`src/sv/assert_macros.svh`:
```
`ifndef ASSERT_MACROS_SVH
`define ASSERT_MACROS_SVH

// same-cycle implication, checked out of reset
`define GMN_ASSERT_NOW(label, clk, rst_n, ante, cons) \
    label: assert property (@(posedge clk) disable iff (!rst_n) (ante) |-> (cons)) \
        else $error("gmn assertion failed");

// next-cycle implication, checked out of reset
`define GMN_ASSERT_NEXT(label, clk, rst_n, ante, cons) \
    label: assert property (@(posedge clk) disable iff (!rst_n) (ante) |=> (cons)) \
        else $error("gmn assertion failed");

`endif

```
`src/sv/gmn_pkg.sv`:
```
`default_nettype none
package gmn_pkg;
    localparam int GROUP_DEF = 32;
    localparam int GROUP_MAX = 64;
    localparam int CNT_W     = 7;
    localparam int SAMPLE_W  = 13;
    localparam int RES_W     = 14;
    localparam int SLOT_W    = 5;

    typedef logic signed [SAMPLE_W-1:0] t_sample;
    typedef logic signed [RES_W-1:0]    t_res;

    typedef struct packed {
        t_sample          median;
        logic [CNT_W-1:0] count;
    } t_job;

    typedef struct packed {
        logic busy;
        logic done;
    } t_back_stat;

    typedef enum logic [1:0] {
        S_LOAD,
        S_SHIFT,
        S_WAIT
    } t_front_state;

    typedef enum logic [1:0] {
        B_IDLE,
        B_READ,
        B_LOAD,
        B_OUT
    } t_back_state;
endpackage
`default_nettype wire

```
`src/sv/gmn_if.sv`:
```
`default_nettype none
interface gmn_in_if;
    logic             valid;
    logic             ready;
    gmn_pkg::t_sample sample;
    logic             last_channel;

    modport source (output valid, sample, last_channel, input ready);
    modport sink   (input valid, sample, last_channel, output ready);
endinterface

interface gmn_out_if;
    logic                           valid;
    logic                           ready;
    gmn_pkg::t_sample               median_value;
    gmn_pkg::t_res                  residual;
    logic [gmn_pkg::SLOT_W-1:0]     channel_slot;
    logic                           last_result;

    modport source (output valid, median_value, residual, channel_slot, last_result,
                    input ready);
    modport sink   (input valid, median_value, residual, channel_slot, last_result,
                    output ready);
endinterface
`default_nettype wire

```
`src/sv/gmn_ram.sv`:
```
`default_nettype none
module gmn_ram #(
    parameter int WIDTH = 13,
    parameter int DEPTH = 32
) (
    input  wire logic                                      i_clk,
    input  wire logic                                      i_we,
    input  wire logic [(DEPTH > 1 ? $clog2(DEPTH) : 1)-1:0] i_waddr,
    input  wire logic [WIDTH-1:0]                          i_wdata,
    input  wire logic [(DEPTH > 1 ? $clog2(DEPTH) : 1)-1:0] i_raddr,
    output logic      [WIDTH-1:0]                          o_rdata
);
    logic [WIDTH-1:0] r_mem [DEPTH];

    always_ff @(posedge i_clk) begin
        if (i_we) begin
            r_mem[i_waddr] <= i_wdata;
        end
        o_rdata <= r_mem[i_raddr];
    end
endmodule
`default_nettype wire

```
`src/sv/gmn_queue.sv`:
```
`default_nettype none
module gmn_queue (
    input  wire logic          i_clk,
    input  wire logic          i_rst_n,
    input  wire logic          i_push,
    input  wire gmn_pkg::t_job i_data,
    output logic               o_ready,
    output logic               o_valid,
    output gmn_pkg::t_job      o_data,
    input  wire logic          i_pop,
    output logic [1:0]         o_level
);
    gmn_pkg::t_job r_mem [2];
    logic          r_wptr;
    logic          r_rptr;
    logic [1:0]    r_level;
    logic          push_ok;
    logic          pop_ok;

    assign o_ready = (r_level != 2'd2);
    assign o_valid = (r_level != 2'd0);
    assign o_data  = r_mem[r_rptr];
    assign o_level = r_level;
    assign push_ok = i_push && o_ready;
    assign pop_ok  = i_pop && o_valid;

    always_ff @(posedge i_clk) begin
        if (!i_rst_n) begin
            r_wptr  <= 1'b0;
            r_rptr  <= 1'b0;
            r_level <= 2'd0;
        end else begin
            if (push_ok) begin
                r_wptr <= ~r_wptr;
            end
            if (pop_ok) begin
                r_rptr <= ~r_rptr;
            end
            case ({push_ok, pop_ok})
                2'b10:   r_level <= r_level + 2'd1;
                2'b01:   r_level <= r_level - 2'd1;
                default: r_level <= r_level;
            endcase
        end
        if (push_ok) begin
            r_mem[r_wptr] <= i_data;
        end
    end
endmodule
`default_nettype wire

```
`src/sv/gmn_front.sv`:
```
`default_nettype none
module gmn_front #(
    parameter int GROUP = gmn_pkg::GROUP_DEF
) (
    input  wire logic                                      i_clk,
    input  wire logic                                      i_rst_n,
    gmn_in_if.sink                                         i_in,
    output logic                                           o_we,
    output logic [(GROUP > 1 ? $clog2(GROUP) : 1)-1:0]     o_waddr,
    output gmn_pkg::t_sample                               o_wdata,
    output logic                                           o_push,
    output gmn_pkg::t_job                                  o_job,
    input  wire logic                                      i_push_ready,
    input  wire logic                                      i_done
);
    localparam int AW    = (GROUP > 1) ? $clog2(GROUP) : 1;
    localparam int CELLS = GROUP + 1;
    localparam int CW    = gmn_pkg::CNT_W;

    gmn_pkg::t_front_state r_state, n_state;
    logic [CW-1:0]         r_count;
    logic [CW-1:0]         r_shift;
    logic [CW-1:0]         r_jobcnt;
    gmn_pkg::t_sample      r_cell [CELLS];
    gmn_pkg::t_sample      ins [CELLS];
    logic [CELLS-1:0]      le;
    logic                  accept;
    logic                  room;
    logic [CW-1:0]         n_cnt;
    logic signed [13:0]    sum;
    logic signed [13:0]    sum_adj;
    gmn_pkg::t_sample      med;

    assign room    = (r_count < CW'(GROUP));
    assign accept  = i_in.valid && i_in.ready;
    assign n_cnt   = room ? r_count + CW'(1) : r_count;
    assign o_waddr = r_count[AW-1:0];
    assign o_wdata = i_in.sample;

    // ordered insertion of the new sample into the sorted cells
    always_comb begin
        for (int i = 0; i < CELLS; i++) begin
            le[i] = (CW'(i) < r_count) && (r_cell[i] <= i_in.sample);
        end
        ins[0] = le[0] ? r_cell[0] : i_in.sample;
        for (int i = 1; i < CELLS; i++) begin
            ins[i] = le[i] ? r_cell[i] : (le[i-1] ? i_in.sample : r_cell[i-1]);
        end
    end

    // after the shift, cell 0 and cell 1 hold the middle values
    always_comb begin
        sum     = {r_cell[0][12], r_cell[0]} + {r_cell[1][12], r_cell[1]};
        sum_adj = sum + 14'(sum[13]);
        med     = r_jobcnt[0] ? r_cell[0] : 13'(sum_adj >>> 1);
    end

    assign o_job.median = med;
    assign o_job.count  = r_jobcnt;

    always_comb begin
        n_state = r_state;
        case (r_state)
            gmn_pkg::S_LOAD: begin
                if (accept && i_in.last_channel) begin
                    n_state = gmn_pkg::S_SHIFT;
                end
            end
            gmn_pkg::S_SHIFT: begin
                if (r_shift == '0 && i_push_ready) begin
                    n_state = gmn_pkg::S_WAIT;
                end
            end
            gmn_pkg::S_WAIT: begin
                if (i_done) begin
                    n_state = gmn_pkg::S_LOAD;
                end
            end
            default: n_state = gmn_pkg::S_LOAD;
        endcase
    end

    always_comb begin
        i_in.ready = 1'b0;
        o_push     = 1'b0;
        o_we       = 1'b0;
        case (r_state)
            gmn_pkg::S_LOAD: begin
                i_in.ready = 1'b1;
                o_we       = i_in.valid && room;
            end
            gmn_pkg::S_SHIFT: o_push = (r_shift == '0);
            gmn_pkg::S_WAIT:  o_push = 1'b0;
            default:          o_push = 1'b0;
        endcase
    end

    always_ff @(posedge i_clk) begin
        if (!i_rst_n) begin
            r_state <= gmn_pkg::S_LOAD;
            r_count <= '0;
        end else begin
            r_state <= n_state;
            if (accept) begin
                r_count <= i_in.last_channel ? '0 : n_cnt;
            end
        end
        if (accept && room) begin
            for (int i = 0; i < CELLS; i++) begin
                r_cell[i] <= ins[i];
            end
        end else if (r_state == gmn_pkg::S_SHIFT && r_shift != '0) begin
            for (int i = 0; i < CELLS - 1; i++) begin
                r_cell[i] <= r_cell[i+1];
            end
            r_shift <= r_shift - CW'(1);
        end
        if (accept && i_in.last_channel) begin
            r_jobcnt <= n_cnt;
            r_shift  <= CW'((n_cnt - CW'(1)) >> 1);
        end
    end
endmodule
`default_nettype wire

```
`src/sv/gmn_back.sv`:
```
`default_nettype none
module gmn_back #(
    parameter int GROUP = gmn_pkg::GROUP_DEF
) (
    input  wire logic                                  i_clk,
    input  wire logic                                  i_rst_n,
    input  wire logic                                  i_job_valid,
    input  wire gmn_pkg::t_job                         i_job,
    output logic                                       o_pop,
    output logic [(GROUP > 1 ? $clog2(GROUP) : 1)-1:0] o_raddr,
    input  wire gmn_pkg::t_sample                      i_rdata,
    gmn_out_if.source                                  o_out,
    output gmn_pkg::t_back_stat                        o_stat
);
    localparam int AW = (GROUP > 1) ? $clog2(GROUP) : 1;
    localparam int CW = gmn_pkg::CNT_W;

    gmn_pkg::t_back_state r_state, n_state;
    logic [CW-1:0]        r_k;
    logic [CW-1:0]        r_n;
    gmn_pkg::t_sample     r_med;
    gmn_pkg::t_res        r_res;
    logic [gmn_pkg::SLOT_W-1:0] r_slot;
    logic                 r_last;
    logic                 capture;
    logic                 fire;
    logic [CW-1:0]        rd_k;

    // fetch one sample ahead so the next capture sees its data
    assign rd_k    = capture ? r_k + CW'(1) : r_k;
    assign o_raddr = rd_k[AW-1:0];
    assign fire    = o_out.valid && o_out.ready;
    assign capture = (r_state == gmn_pkg::B_LOAD) || (fire && !r_last);

    assign o_out.median_value = r_med;
    assign o_out.residual     = r_res;
    assign o_out.channel_slot = r_slot;
    assign o_out.last_result  = r_last;

    always_comb begin
        n_state = r_state;
        case (r_state)
            gmn_pkg::B_IDLE: if (i_job_valid) n_state = gmn_pkg::B_READ;
            gmn_pkg::B_READ: n_state = gmn_pkg::B_LOAD;
            gmn_pkg::B_LOAD: n_state = gmn_pkg::B_OUT;
            gmn_pkg::B_OUT:  if (fire && r_last) n_state = gmn_pkg::B_IDLE;
            default:         n_state = gmn_pkg::B_IDLE;
        endcase
    end

    always_comb begin
        o_pop       = 1'b0;
        o_out.valid = 1'b0;
        o_stat.busy = 1'b1;
        o_stat.done = 1'b0;
        case (r_state)
            gmn_pkg::B_IDLE: begin
                o_pop       = i_job_valid;
                o_stat.busy = 1'b0;
            end
            gmn_pkg::B_OUT: begin
                o_out.valid = 1'b1;
                o_stat.done = o_out.ready && r_last;
            end
            default: o_pop = 1'b0;
        endcase
    end

    always_ff @(posedge i_clk) begin
        if (!i_rst_n) begin
            r_state <= gmn_pkg::B_IDLE;
            r_k     <= '0;
        end else begin
            r_state <= n_state;
            if (o_pop) begin
                r_k <= '0;
            end else if (capture) begin
                r_k <= r_k + CW'(1);
            end
        end
        if (o_pop) begin
            r_n   <= i_job.count;
            r_med <= i_job.median;
        end
        // hold the result while the receiver stalls, refill on each request
        if (capture) begin
            r_res  <= {i_rdata[12], i_rdata} - {r_med[12], r_med};
            r_slot <= r_k[gmn_pkg::SLOT_W-1:0];
            r_last <= (r_k + CW'(1) == r_n);
        end
    end
endmodule
`default_nettype wire

```
`src/sv/group_median_noise_removal.sv`:
```
// Group median noise removal.
// i_in carries one channel sample per request (sample, last_channel); the
// request with last_channel set closes the group of one time tick. Up to
// GROUP samples are kept; further ones are dropped, also the closing one.
// o_out gives one request per stored channel in load order: median_value,
// residual = sample - median, channel_slot and last_result on the final one.
// i_in is ready throughout loading. After the last sample the sorted cells
// shift to bring the middle values to the front, then the job goes through a
// two-entry queue to the output side, which pops it, steps through its read
// and load states and gives the first result from the sample memory, then
// one result per cycle while o_out is ready. i_in stalls from the last
// sample until the final result is taken.
// A stall on o_out holds the current result; nothing is lost.
// Reset (i_rst_n low, synchronous) empties the group and the queue; the
// sample memory needs no clearing.
`default_nettype none
`include "assert_macros.svh"
module group_median_noise_removal #(
    parameter int GROUP = gmn_pkg::GROUP_DEF
) (
    input  wire logic i_clk,
    input  wire logic i_rst_n,
    gmn_in_if.sink    i_in,
    gmn_out_if.source o_out
);
    localparam int AW = (GROUP > 1) ? $clog2(GROUP) : 1;

    logic                 we;
    logic [AW-1:0]        waddr;
    gmn_pkg::t_sample     wdata;
    logic [AW-1:0]        raddr;
    gmn_pkg::t_sample     rdata;
    logic                 push;
    logic                 push_ready;
    gmn_pkg::t_job        job_in;
    gmn_pkg::t_job        job_out;
    logic                 job_valid;
    logic                 pop;
    logic [1:0]           q_level;
    gmn_pkg::t_back_stat  bstat;

    gmn_front #(.GROUP(GROUP)) u_front (
        .i_clk        (i_clk),
        .i_rst_n      (i_rst_n),
        .i_in         (i_in),
        .o_we         (we),
        .o_waddr      (waddr),
        .o_wdata      (wdata),
        .o_push       (push),
        .o_job        (job_in),
        .i_push_ready (push_ready),
        .i_done       (bstat.done)
    );

    gmn_ram #(.WIDTH(gmn_pkg::SAMPLE_W), .DEPTH(GROUP)) u_ram (
        .i_clk   (i_clk),
        .i_we    (we),
        .i_waddr (waddr),
        .i_wdata (wdata),
        .i_raddr (raddr),
        .o_rdata (rdata)
    );

    gmn_queue u_queue (
        .i_clk   (i_clk),
        .i_rst_n (i_rst_n),
        .i_push  (push),
        .i_data  (job_in),
        .o_ready (push_ready),
        .o_valid (job_valid),
        .o_data  (job_out),
        .i_pop   (pop),
        .o_level (q_level)
    );

    gmn_back #(.GROUP(GROUP)) u_back (
        .i_clk       (i_clk),
        .i_rst_n     (i_rst_n),
        .i_job_valid (job_valid),
        .i_job       (job_out),
        .o_pop       (pop),
        .o_raddr     (raddr),
        .i_rdata     (rdata),
        .o_out       (o_out),
        .o_stat      (bstat)
    );

    `GMN_ASSERT_NOW(a_load_idle, i_clk, i_rst_n, i_in.valid && i_in.ready, q_level == 2'd0 && !bstat.busy)
    `GMN_ASSERT_NOW(a_out_busy, i_clk, i_rst_n, o_out.valid, bstat.busy)
    `GMN_ASSERT_NEXT(a_last_ends, i_clk, i_rst_n, o_out.valid && o_out.ready && o_out.last_result, !o_out.valid)
endmodule
`default_nettype wire

```
`src/flat_wrapper.sv`:
```
// flat-port wrapper written by rule: the top's interface ports become plain ports
module group_median_noise_removal_flat 
#(
    parameter int GROUP = gmn_pkg::GROUP_DEF
)
  (i_clk, i_rst_n, i_in_valid, i_in_sample, i_in_last_channel, i_in_ready, o_out_valid, o_out_median_value, o_out_residual, o_out_channel_slot, o_out_last_result, o_out_ready);
  gmn_in_if i_in_i ();
  gmn_out_if o_out_i ();
  input  wire logic i_clk;
  input  wire logic i_rst_n;
  input wire logic [$bits(i_in_i.valid)-1:0] i_in_valid;
  input wire logic [$bits(i_in_i.sample)-1:0] i_in_sample;
  input wire logic [$bits(i_in_i.last_channel)-1:0] i_in_last_channel;
  output wire logic [$bits(i_in_i.ready)-1:0] i_in_ready;
  output wire logic [$bits(o_out_i.valid)-1:0] o_out_valid;
  output wire logic [$bits(o_out_i.median_value)-1:0] o_out_median_value;
  output wire logic [$bits(o_out_i.residual)-1:0] o_out_residual;
  output wire logic [$bits(o_out_i.channel_slot)-1:0] o_out_channel_slot;
  output wire logic [$bits(o_out_i.last_result)-1:0] o_out_last_result;
  input wire logic [$bits(o_out_i.ready)-1:0] o_out_ready;
  assign i_in_i.valid = i_in_valid;
  assign i_in_i.sample = i_in_sample;
  assign i_in_i.last_channel = i_in_last_channel;
  assign i_in_ready = i_in_i.ready;
  assign o_out_valid = o_out_i.valid;
  assign o_out_median_value = o_out_i.median_value;
  assign o_out_residual = o_out_i.residual;
  assign o_out_channel_slot = o_out_i.channel_slot;
  assign o_out_last_result = o_out_i.last_result;
  assign o_out_i.ready = o_out_ready;
  group_median_noise_removal #(.GROUP(GROUP)) u_core (.i_clk(i_clk), .i_rst_n(i_rst_n), .i_in(i_in_i), .o_out(o_out_i));
endmodule
```
`config.mk`:
```
export PLATFORM = sky130hd
export DESIGN_NAME = group_median_noise_removal_flat
export DESIGN_NICKNAME = d
export VERILOG_FILES = /design/src/sv/gmn_pkg.sv /design/src/sv/gmn_if.sv /design/src/sv/gmn_ram.sv /design/src/sv/gmn_queue.sv /design/src/sv/gmn_front.sv /design/src/sv/gmn_back.sv /design/src/sv/group_median_noise_removal.sv /design/src/flat_wrapper.sv
export VERILOG_INCLUDE_DIRS = /design/src /design/src/sv
export SDC_FILE = /design/constraint.sdc
export NUM_CORES = 2
export LEC_CHECK = 0
export BUFFER_PORTS_ARGS = -buffer_cell sky130_fd_sc_hd__buf_2
export CAP_MARGIN = 30
export CORE_MARGIN = 4
export CORE_UTILIZATION = 62
export CTS_BUF_LIST = sky130_fd_sc_hd__clkbuf_16
export DETAILED_ROUTE_END_ITERATION = 8
export HOLD_SLACK_MARGIN = 0.12
export PLACE_DENSITY = 0.86
export REMOVE_ABC_BUFFERS = 1
export SYNTH_ARGS = -nofsm -noshare
export SYNTH_HDL_FRONTEND = slang
export SYNTH_HIERARCHICAL = 1
export SYNTH_SLANG_ARGS = --single-unit
```
`constraint.sdc`:
```
create_clock -name i_clk -period 14.3 [get_ports i_clk]
set_input_delay 0.715 -clock i_clk [delete_from_list [all_inputs] [get_ports i_clk]]
set_output_delay 0.715 -clock i_clk [all_outputs]
set_load 0.01 [all_outputs]
```
==> metrics.md <==
| Metric | Value |
|---|---|
| Run status | completed |
| Finished Cell Area | about 60000 um^2 |
| GRT Total Usage | a little under a third |
| Die area | about 94000 um^2 |
| Total Nets Final | about 5200 |
| Number of global-route vias before repair | slightly above 40000 |
| CP Capture Type | flop |
| Worst-Skew Late Latency | just under 700 ps |
| Final Non-Filler Cells | 5945 |
| Distinct cells, synth | 89 |
| Normalized max-slew margin | roughly an eighth |
| Routed WL | around 150 mm |
| DR iter-0 viols | between 4000 and 5000 |
| GP Congestion | between 0.9 and 1 |
| Wire per inst | around 25 um |
| Total CTS buffers | 98 |
| Std-Cell Rows | roughly 110 |
| FF+latch count, synth | around 1000 |
| Post-DP HPWL | slightly below 100 mm |
| FMAX | between 0.2 and 0.25 GHz |
| GR Overflow Total | 0 |
| CP Max Fanout | 132 |
| Commonest non-fill, non-tap cell in the layout | edfxtp_1 |
| Core ar. | 88370 um^2 |
| Area grow syn2layout | 8.329% |
| Die Wd | between 300 and 400 um |
| Tightest Pin Transition | ~1300 ps |
| Synthesized area | ~55000 um^2 |
| Yosys warns | 6 |
| Maximum vdd ir drop | 0.1738 mV |
| WP data arrival | about 5000 ps |
| Final min period | 4550 ps |
| EDFF count, synth | about 940 |
| Post-DRT Antenna Nets | 0 |
| DRC viols | 0 |
| Post-CTS Setup Bufs | 0 |
| DR vias/cell | between 6 and 7 |
| DP Area | 56640 um^2 |
| Max Clock Skew | 37.81 ps |
| Max Slew Vio Count | 0 |
| Resize count post-CTS | 0 |
| Mean Syn Cell Area | ~12 um^2 |
| Drt pass-1 iters | 8 |
| CTS max path bufs | 3 |
| CTS root buf | clkbuf_16 |
| Worst-path clk slew | 70 ps |
| Final setup fails | 0 |
| Unrepaired setup endpoints after global routing | no |
| Cells after Synth | ~4700 |
| Sequential cell area fraction in the yosys report | a little over half |
| WS Path Type | flop to flop |
| Async SR Flop Fraction | 0% |
| Inst Count DP | roughly 5800 |
| Hold_ws | roughly 430 ps |
| Pre-CTS setup slack | 9284 ps |
| Most frequent cells in the layout | edfxtp_1 (938), mux2i_1 (574), nand2_1 (495), o21ai_0 (483), ha_1 (454) |
| Slack of the critical path | around 10000 ps |
| Leakage | 21.25 nW |
| CTS tree | done |
| Die height | 306.6 um |
| I/O Pins | 53 |
| Power density over the cells | ~130 nW/um^2 |
| CTS Hold Bufs | 0 |
| Critical path startpoint category | flop |
| Layout cell share with drive strength beyond 1 | roughly a tenth |
| CP Data Required Time | 14750 ps |
| Tcrit/Tclk final | about a third |
| Max Cap Viol | 0 |
| First-pass GRT wire length | around 230 mm |
| Setup TNS | 0 ps |
| Largest net degree at the start of global routing | 302 |
| Hold Violations, Final | 0 |
| Routed via count | between 40000 and 50000 |
| CTS H-tree lvls | 3 |
| Port bufs | 52 |
| Initial antenna violation count | 3 |
| Synth Flop Type | edfxtp_1 |
| Starting Density | between 60% and 70% |
| Min-delay worst type | input pin to flop |
| CTS sink count | 975 |
==> cells in the mapped netlist (46+ instances only) <==
| library cell | count | area, um^2 |
|---|---|---|
| nor2_1 | 177 | 664.4 |
| a21o_1 | 78 | 585.6 |
| mux2i_1 | 574 | 5746 |
| nand3_1 | 68 | 340.3 |
| nor3_1 | 91 | 455.4 |
| buf_2 | 46 | 230.2 |
| inv_1 | 114 | 427.9 |
| nor2b_1 | 61 | 381.6 |
| nand2_1 | 496 | 1862 |
| a21oi_1 | 171 | 855.8 |
| clkbuf_1 | 167 | 626.9 |
| a22oi_1 | 56 | 420.4 |
| and4_1 | 56 | 490.5 |
| edfxtp_1 | 938 | 28170 |
| o21ai_0 | 491 | 2457 |
| ha_1 | 454 | 5680 |
==> layout make-up <==
cell class                      count  area [um^2]
Fill cell                        5888        28500
Antenna cell                        1        2.502
Multi-Input combinational cell   3319        24510
Tap cell                         1165         1458
Inverter                          114        427.9
Sequential cell                   975        28910
Clock buffer                       99         2477
Clock inverter                     80        705.7
Timing Repair Buffer              192         1388
==> layer usage <==
| metal | routed length, um | up-vias | global-route usage [%] |
|---|---|---|---|
| li1 | - | 17798 | - |
| met1 | 56920 | 19609 | 40.11 |
| met2 | 71620 | 2560 | 51.56 |
| met3 | 13590 | 572 | 5.145 |
| met4 | 9301 | 0 | 17.69 |
| met5 | 0 | - | 0 |
==> critical path: stages (launching register included) <==
cell and delay [ps]:
dfxtp_1 420, ha_1 290, nand2_1 120, o21bai_2 110
buf_4 370, xor2_4 170, buf_4 580, buf_12 660
mux2i_1 320, a22o_1 180, nor3_1 70, a31oi_1 360
nand3_1 360
==> power breakdown <==
group	total, W	switching, W	internal, W	leakage [nW]
sequential	0.00370	0.000245	0.00345	9.14
clock	0.00257	0.00113	0.00144	1.62
combinational	0.00141	0.000843	0.000564	10.5
total	0.00768	0.00222	0.00546	21.3
==> flip-flops by register name, indices dropped and copies added (netlist names), named ones only <==
signal / flops
u_core/u_front/r_cell: 429
u_core/u_queue/r_mem: 40
u_core/u_front/r_state: 2
u_core/u_back/o_out.median_value: 13
u_core/u_back/r_state: 2
u_core/u_ram/o_rdata: 13
u_core/u_queue/r_wptr: 1
u_core/u_front/r_count: 7
u_core/u_queue/o_level: 2
u_core/u_ram/r_mem: 416
u_core/u_back/o_out.channel_slot: 5
u_core/u_back/r_k: 7
u_core/u_queue/r_rptr: 1
u_core/u_back/r_n: 7
u_core/u_back/o_out.residual: 14
u_core/u_front/r_jobcnt: 7
u_core/u_front/r_shift: 7
u_core/u_back/o_out.last_result: 1
==> metrics by stage <==
step	total power, W	util, %
after floorplan	0.004817	-
after global placement	0.005004	64.01
after detailed placement	0.005092	64.09
after CTS	0.007649	67.69
after global routing	0.007984	67.75
final	0.007676	67.75
==> worst paths after layout <==
path / from / to / slack, ps / cells after the start
setup / recovery: u_core/u_back/r_state[1] / u_core/u_ram/o_rdata[1] / 9750 / 12
hold / removal: i_in_last_channel / u_core/u_front/r_count[2] / 430 / 3
setup reg to reg: u_core/u_back/r_state[1] / u_core/u_ram/o_rdata[1] / 9750 / 12
hold reg to reg: u_core/u_front/r_jobcnt[1] / u_core/u_queue/r_mem[1][1] / 460 / 0
==> logic make-up after synthesis <==
| family | Yosys count | share of synthesized area, % |
|---|---|---|
| AOI/OAI and AO/OA | 1077 | 12.10 |
| and+or+nand+nor | 1108 | 9.519 |
| DFF | 975 | 52.30 |
| xor gates and xnor gates | 65 | 1.030 |
| muxes | 613 | 11.19 |
| adders and majority gates | 456 | 10.35 |
| buffers and inverters | 405 | 3.509 |
Power figures use the tool's default switching activity.
